<file path="src/rtl/core/equatorial_to_galactic_convert_macros.svh">
// Assertion helpers shared by the conversion core.
`ifndef EQUATORIAL_TO_GALACTIC_CONVERT_MACROS_SVH
`define EQUATORIAL_TO_GALACTIC_CONVERT_MACROS_SVH

// Same-cycle implication, checked at every rising clock edge out of reset.
`define EGC_ASSERT_IMP(lbl, ante, cons, msg) \
  lbl: assert property (@(posedge clk_i) disable iff (!rst_ni) (ante) |-> (cons)) \
    else $error(msg);

// Next-cycle implication.
`define EGC_ASSERT_NXT(lbl, ante, cons, msg) \
  lbl: assert property (@(posedge clk_i) disable iff (!rst_ni) (ante) |=> (cons)) \
    else $error(msg);

`endif

</file>
<file path="src/rtl/core/egc_pkg.sv">
`timescale 1ns / 1ps
package egc_pkg;

  localparam int unsigned IO_BITS = 24;

  // CORDIC gain compensation and the rounding half for Q1.30 products.
  localparam logic signed [31:0] CORDIC_GAIN_Q30 = 32'sd652032875;
  localparam logic signed [63:0] Q30_HALF        = 64'sd536870912;

  // Arctangent of 2^-i, 2^32 units per turn.
  localparam logic [31:0] ATAN_TURN32 [32] = '{
    32'h20000000, 32'h12E4051E, 32'h09FB385B, 32'h051111D4, 32'h028B0D43,
    32'h0145D7E1, 32'h00A2F61E, 32'h00517C55, 32'h0028BE53, 32'h00145F2F,
    32'h000A2F98, 32'h000517CC, 32'h00028BE6, 32'h000145F3, 32'h0000A2FA,
    32'h0000517D, 32'h000028BE, 32'h0000145F, 32'h00000A30, 32'h00000518,
    32'h0000028C, 32'h00000146, 32'h000000A3, 32'h00000051, 32'h00000029,
    32'h00000014, 32'h0000000A, 32'h00000005, 32'h00000003, 32'h00000001,
    32'h00000001, 32'h00000000
  };

  // Rotation matrix entries, scaled from 1e-12 units to Q1.30 with rounding.
  localparam longint GM0 = -((64'sd54875539726  * 64'sd262144 + 64'sd122070312) / 64'sd244140625);
  localparam longint GM1 = -((64'sd873437108010 * 64'sd262144 + 64'sd122070312) / 64'sd244140625);
  localparam longint GM2 = -((64'sd483834985808 * 64'sd262144 + 64'sd122070312) / 64'sd244140625);
  localparam longint GM3 =  ((64'sd494109453312 * 64'sd262144 + 64'sd122070312) / 64'sd244140625);
  localparam longint GM4 = -((64'sd444829589425 * 64'sd262144 + 64'sd122070312) / 64'sd244140625);
  localparam longint GM5 =  ((64'sd746982251810 * 64'sd262144 + 64'sd122070312) / 64'sd244140625);
  localparam longint GM6 = -((64'sd867666135858 * 64'sd262144 + 64'sd122070312) / 64'sd244140625);
  localparam longint GM7 = -((64'sd198076386122 * 64'sd262144 + 64'sd122070312) / 64'sd244140625);
  localparam longint GM8 =  ((64'sd455983795705 * 64'sd262144 + 64'sd122070312) / 64'sd244140625);

  localparam logic signed [31:0] GAL_M [9] = '{
    32'(GM0), 32'(GM1), 32'(GM2), 32'(GM3), 32'(GM4), 32'(GM5), 32'(GM6), 32'(GM7), 32'(GM8)
  };

  // Arctangent step for stage i, rounded half up to ab bits per turn.
  function automatic logic [32:0] atan_step(input int i, input int ab);
    logic [32:0] t;
    t = {1'b0, ATAN_TURN32[i[4:0]]};
    if (ab < 32) begin
      t = (t + (33'd1 << (31 - ab))) >> (32 - ab);
    end
    return t;
  endfunction

endpackage

</file>
<file path="src/rtl/core/egc_vec_cell.sv">
`timescale 1ns / 1ps
module egc_vec_cell import egc_pkg::*; #(
  parameter int STAGE      = 0,
  parameter int ANGLE_BITS = 24,
  parameter int XW         = 36,
  parameter int SIDE_W     = 1
) (
  input  logic                        clk_i,
  input  logic                        rst_ni,
  input  logic                        valid_i,
  input  logic signed [XW-1:0]         x_i,
  input  logic signed [XW-1:0]         y_i,
  input  logic signed [ANGLE_BITS+1:0] z_i,
  input  logic        [SIDE_W-1:0]     side_i,
  output logic                        valid_o,
  output logic signed [XW-1:0]         x_o,
  output logic signed [XW-1:0]         y_o,
  output logic signed [ANGLE_BITS+1:0] z_o,
  output logic        [SIDE_W-1:0]     side_o
);

  localparam logic signed [ANGLE_BITS+1:0] STEP = (ANGLE_BITS+2)'(atan_step(STAGE, ANGLE_BITS));

  logic signed [XW-1:0]         x_d, y_d, dx, dy;
  logic signed [ANGLE_BITS+1:0] z_d;

  // Drive y toward zero; the accumulated angle is atan2(y, x).
  always_comb begin
    dx = x_i >>> STAGE;
    dy = y_i >>> STAGE;
    if (y_i > 0) begin
      x_d = x_i + dy;
      y_d = y_i - dx;
      z_d = z_i + STEP;
    end else begin
      x_d = x_i - dy;
      y_d = y_i + dx;
      z_d = z_i - STEP;
    end
  end

  always_ff @(posedge clk_i or negedge rst_ni) begin
    if (!rst_ni) begin
      valid_o <= 1'b0;
    end else begin
      valid_o <= valid_i;
    end
  end

  always_ff @(posedge clk_i) begin
    x_o    <= x_d;
    y_o    <= y_d;
    z_o    <= z_d;
    side_o <= side_i;
  end

endmodule

</file>
<file path="config.mk">
export PLATFORM = sky130hd
export DESIGN_NAME = egc_vec_cell
export DESIGN_NICKNAME = d
export VERILOG_FILES = /design/src/rtl/core/equatorial_to_galactic_convert_macros.svh /design/src/rtl/core/egc_pkg.sv /design/src/rtl/core/egc_vec_cell.sv
export SDC_FILE = /design/constraint.sdc
export NUM_CORES = 1
export LEC_CHECK = 0
export BUFFER_PORTS_ARGS = -buffer_cell sky130_fd_sc_hd__buf_2
export CAP_MARGIN = 20
export CORE_MARGIN = 10
export CORE_UTILIZATION = 54
export DETAILED_ROUTE_END_ITERATION = 10
export GPL_ROUTABILITY_DRIVEN = 0
export HOLD_SLACK_MARGIN = 0.1
export PLACE_DENSITY = 0.91
export SLEW_MARGIN = 0
export SYNTH_ARGS = -nofsm -noshare
export SYNTH_HDL_FRONTEND = slang
export SYNTH_SLANG_ARGS = --single-unit
</file>
<file path="constraint.sdc">
create_clock -name clk_i -period 1.3 [get_ports clk_i]
set_input_delay 0.39 -clock clk_i [delete_from_list [all_inputs] [get_ports clk_i]]
set_output_delay 0.39 -clock clk_i [all_outputs]
set_load 0.05 [all_outputs]
</file>
==> flow_metrics.tcl, run 1 <==
set metrics [dict create \
    synth-simple-area-share 0.1412 \
    synth_fp_nets 1298 \
    synth_adder_area_share 0.1692 \
    initial_utilization 0.5546 \
    root_buffer "clkbuf_16" \
    htreeDepth 3 \
    muxShareOfSynthArea 0.01538 \
    status "stopped before the end" \
    synth.area.top_cells "dfxtp_1 23%, ha_1 16%, a21oi_1 8.3%, xnor2_1 6.6%, inv_1 4.6%" \
    dp_hpwl_mm 31.87 \
    synth_compound_area_frac 0.2876 \
    error_line "[ERROR DPL-0038] Utilization greater than 100%, impossible to legalize" \
    dieHeight_um 145.2 \
    io_pins 202 \
    io_buffers 201 \
    die_w_um 145.2 \
    synth_ff_type "dfxtp_1" \
    syn_inst 1084 \
    synth_edf_count 0 \
    async_flop_share 0.01010 \
    haltStage "4_1_cts" \
    std_cell_rows 45 \
    yosysTopAreaCellShare 0.2318 \
    pre_cts_slack_ns -1.980 \
    yosysSeqAreaShare 0.2348 \
    synth_cell_types 80 \
    avgSynthCellArea_sq_um 7.806 \
    synth-seq-cells 99 \
    synth_top_family_by_area "compound AO/OA/AOI/OAI gates" \
    synth_xor_area_frac 0.07556 \
    ctsHoldBuffers 1 \
    numClockSinks 99 \
    cts_resized 389 \
    yosysWarnings 0 \
    cts_made_buffers 9 \
    postCtsSetupBuffers 85 \
    syn_area_sq_um 8462 \
    yosysTopAreaCell "dfxtp_1" \
    clock_path_buffers 2 \
]
## through the flow
| stage | utilization | instances | instance area, sq um | TNS (ns) |
|---|---|---|---|---|
| after floorplan | - | 1084 | 9193 | -63.08 |
| after detailed placement | 0.8410 | 1809 | 12830 | -113.58 |
| after global placement | 0.8410 | 1809 | 12830 | -105.35 |
## cell usage after synthesis, types with 4 or more instances
| master | n |
|---|---|
| nand2_1 | 68 |
| xor2_1 | 9 |
| nand4_1 | 10 |
| clkbuf_1 | 30 |
| nand2b_1 | 10 |
| dfxtp_1 | 98 |
| buf_4 | 6 |
| fa_1 | 4 |
| inv_2 | 6 |
| o31ai_1 | 7 |
| ha_1 | 108 |
| a31oi_1 | 6 |
| nor2b_1 | 13 |
| buf_2 | 6 |
| buf_1 | 8 |
| or3_1 | 5 |
| mux2i_1 | 13 |
| a21o_1 | 26 |
| o21ai_1 | 7 |
| a211o_1 | 6 |
| a21oi_1 | 140 |
| nor3_1 | 14 |
| nor2_1 | 88 |
| inv_1 | 104 |
| o221ai_1 | 6 |
| o211ai_1 | 6 |
| nor4_1 | 15 |
| xnor2_1 | 64 |
| o21bai_1 | 16 |
| nand3_1 | 16 |
| a2111oi_0 | 4 |
| a211oi_1 | 16 |
| o21ai_0 | 76 |
| o21a_1 | 6 |
## cells by family after synthesis
group                      after synthesis
AOI/OAI and AO/OA                      370
and+or+nand+nor                        255
DFF                                     99
muxes                                   13
adders and majority gates              112
buffers and inverters                  162
xor gates and xnor gates                73
==> inputs of run 2 (changes only) <==
--- a/config.mk
+++ b/config.mk
@@ -8,11 +8,10 @@
 export BUFFER_PORTS_ARGS = -buffer_cell sky130_fd_sc_hd__buf_2
 export CAP_MARGIN = 20
 export CORE_MARGIN = 10
-export CORE_UTILIZATION = 54
+export CORE_UTILIZATION = 39
 export DETAILED_ROUTE_END_ITERATION = 10
 export GPL_ROUTABILITY_DRIVEN = 0
-export HOLD_SLACK_MARGIN = 0.1
-export PLACE_DENSITY = 0.91
+export PLACE_DENSITY_LB_ADDON = 0.15
 export SLEW_MARGIN = 0
 export SYNTH_ARGS = -nofsm -noshare
 export SYNTH_HDL_FRONTEND = slang
==> run 2 against run 1 <==
  * The flow now finishes, with violations (negative setup slack)
  * Synthesized area stayed put
  * Synthesized cell count stayed put
==> flow_metrics.tcl, run 2 <==
set metrics [dict create \
    status "complete, but fails checks" \
    violations "negative setup slack" \
    dp_hpwl_mm 29.01 \
    syn_inst 1084 \
    numClockSinks 99 \
    synth.area.top_cells "dfxtp_1 23%, ha_1 16%, a21oi_1 8.3%, xnor2_1 6.6%, inv_1 4.6%" \
    required_ns 1.60 \
    drv_slew 0 \
    slowest_stage "a2111oi_4" \
    end_kind "flop" \
    yosysSeqAreaShare 0.2348 \
    rsz0062_at_grt "yes" \
    io_pins 202 \
    vias_per_cell 5.656 \
    syn_to_final_growth_pct 92.33 \
    critPathMaxStageDelay_ns 0.46 \
    grt_pass1_vias 11164 \
    synthTopCellsByCount "140 x a21oi_1, 108 x ha_1, 104 x inv_1, 98 x dfxtp_1, 88 x nor2_1" \
    drt_iter0_drc 1113 \
    fillers 1379 \
    dieArea_sq_um 27990 \
    hold_class "in2reg" \
    dr.pass1.iters 5 \
    final_layout_size_suffix_gt1_frac 0.5762 \
    std_cell_rows 53 \
    synth_fp_nets 1298 \
    top_register "x_o" \
    arrival_ns 3.02 \
    ant_nets 0 \
    start_kind "input port" \
    clock_path_buffers 2 \
    dieHeight_um 167.3 \
    clk_pin_slew_worst_paths_ns 0.08 \
    largest_reg_flops 36 \
    grtUsageTotal 0.2612 \
    io_buffers 201 \
    synth-seq-cells 99 \
    cts_made_buffers 9 \
    drv_cap 0 \
    grt_max_degree 19 \
    critical_path.max_fanout 3 \
    powerDensity_nw_per_um2 1034 \
    yosysWarnings 0 \
    path_common_cell "o21ai_4" \
    final_common_cell "buf_4" \
    max_slew_margin 0.5207 \
    p_leak_uw 0.007603 \
    avgSynthCellArea_sq_um 7.806 \
    synth_edf_count 0 \
    worst_slack_ns -1.422 \
    htreeDepth 3 \
    design.core.area_sq_um 21150 \
    vias 11283 \
    critical_path_class "in2reg" \
    crit_chain "buf_8, ha_4, fa_2, nor2b_4, o21ai_4, a211oi_4, o21ai_4, o31ai_4, a2111oi_4, o41ai_4, a221o_1, mux2i_1, xnor2_1" \
    async_flop_share 0.01010 \
    worst_slew_pin_slew_ns 0.7123 \
    finalCritPeriodShare 2.094 \
    syn_area_sq_um 8462 \
    yosysTopAreaCellShare 0.2318 \
    final_util 0.7693 \
    routedWlPerCell_um 20.87 \
    antenna_found_initial 0 \
    top_regs "x_o: 36 flops, y_o: 35 flops, z_o: 26 flops" \
    pre_cts_slack_ns -1.861 \
    yosys.cell_count.top_type "a21oi_1" \
    yosysTopAreaCell "dfxtp_1" \
    die_w_um 167.3 \
    layout.nets 1929 \
    hold_viol_final 0 \
    drc 0 \
    initial_utilization 0.4000 \
    root_buffer "clkbuf_16" \
    gr-total-overflow 0 \
    period_needed_ns 2.722 \
    synth_cell_types 80 \
    cts_tree "yes" \
    max_freq_mhz 367.3 \
    synth_ff_type "dfxtp_1" \
    setup_viol 76 \
    routed_wl_mm 41.64 \
    layout_common_cells "476 x buf_4, 86 x inv_1, 85 x dfxtp_1" \
    ir_worst_vdd_mv 0.9172 \
    grt_pass1_wl_mm 59.91 \
    num_antenna_cells 0 \
]
## run 2: cells by family (layout without fill, tap and decap cells)
kind of cell               Yosys count  after routing  synth area share
AOI/OAI and AO/OA                  370            370            0.2876
and+or+nand+nor                    255            255            0.1412
buffers and inverters              162            798           0.07630
adders and majority gates          112            112            0.1692
DFF                                 99             99            0.2348
xor gates and xnor gates            73             73           0.07556
muxes                               13             13           0.01538
## run 2: final timing paths
check | start | to | slack (ns) | depth (start not counted)
min | z_i[9] | z_o[9]$_DFF_P_ | 0.12 | 1
min in group asynchronous | rst_ni | valid_o$_DFF_PN0_ | 0.32 | 2
max | x_i[0] | y_o[28]$_DFF_P_ | -1.42 | 13
max in group asynchronous | rst_ni | valid_o$_DFF_PN0_ | 0.90 | 2
## run 2: where the power goes
group          switching, uW  internal [uW]  leakage [uW]  total, uW
Clock                   1420           1340      0.000140       2760
Combinational           5880           4260       0.00662      10100
Sequential               259           3660      0.000840       3920
## run 2: area by class of cell
type / instances / area, sq um / share of cell area
inverter: 111 / 488.0 / 0.02998
timing repair buffer: 671 / 5504 / 0.3382
multi-input combinational: 823 / 7641 / 0.4695
tap: 275 / 344.1 / 0.02114
sequential: 99 / 2011 / 0.1235
clock buffer: 9 / 225.2 / 0.01384
clock inverter: 7 / 61.31 / 0.003767
## run 2: worst max-delay path: cells and delay by family
family          cells  cell delay, ns
compound gates      7            1.51
fa+ha+maj           2            0.54
mux                 1            0.18
simple gates        1            0.15
xor+xnor            1            0.14
buf+inv             1            0.11
## run 2: per-layer routing
| layer | part of all wire | GRT usage |
|---|---|---|
| met3 | 0.094 | 0.06695 |
| met1 | 0.39 | 0.3194 |
| met5 | 0 | 0 |
| met2 | 0.46 | 0.4301 |
| met4 | 0.055 | 0.1007 |
## run 2: what timing repair did
action | 4_1_cts | 5_1_grt
gates cloned | 5 | 1
buffers inserted | 63 | 38
pin swaps | 120 | 101
endpoints found under the hold margin | 1 | 0
hold buffers | 1 | 0
setup endpoints to repair | 174 | 96
resized for setup | 375 | 160
## run 2: per-stage QoR
| stage | setup TNS (ns) | cell area (sq um) | cells | hold WS (ns) | power (uW) |
|---|---|---|---|---|---|
| 4_1_cts | -72.66 | 15350 | 1969 | 0.1173 | 15880 |
| 6_report | -77.29 | 16270 | 1995 | 0.1220 | 16820 |
| 5_1_grt | -82.45 | 16270 | 1995 | 0.1141 | 17450 |
| 2_1_floorplan | -63.08 | 9193 | 1084 | 0.09441 | 8778 |
| 3_3_place_gp | -106.39 | 13040 | 1888 | 0.1638 | 11720 |
| 3_5_place_dp | -108.03 | 13040 | 1888 | 0.1667 | 11780 |
(Power assumes the default switching activity.)
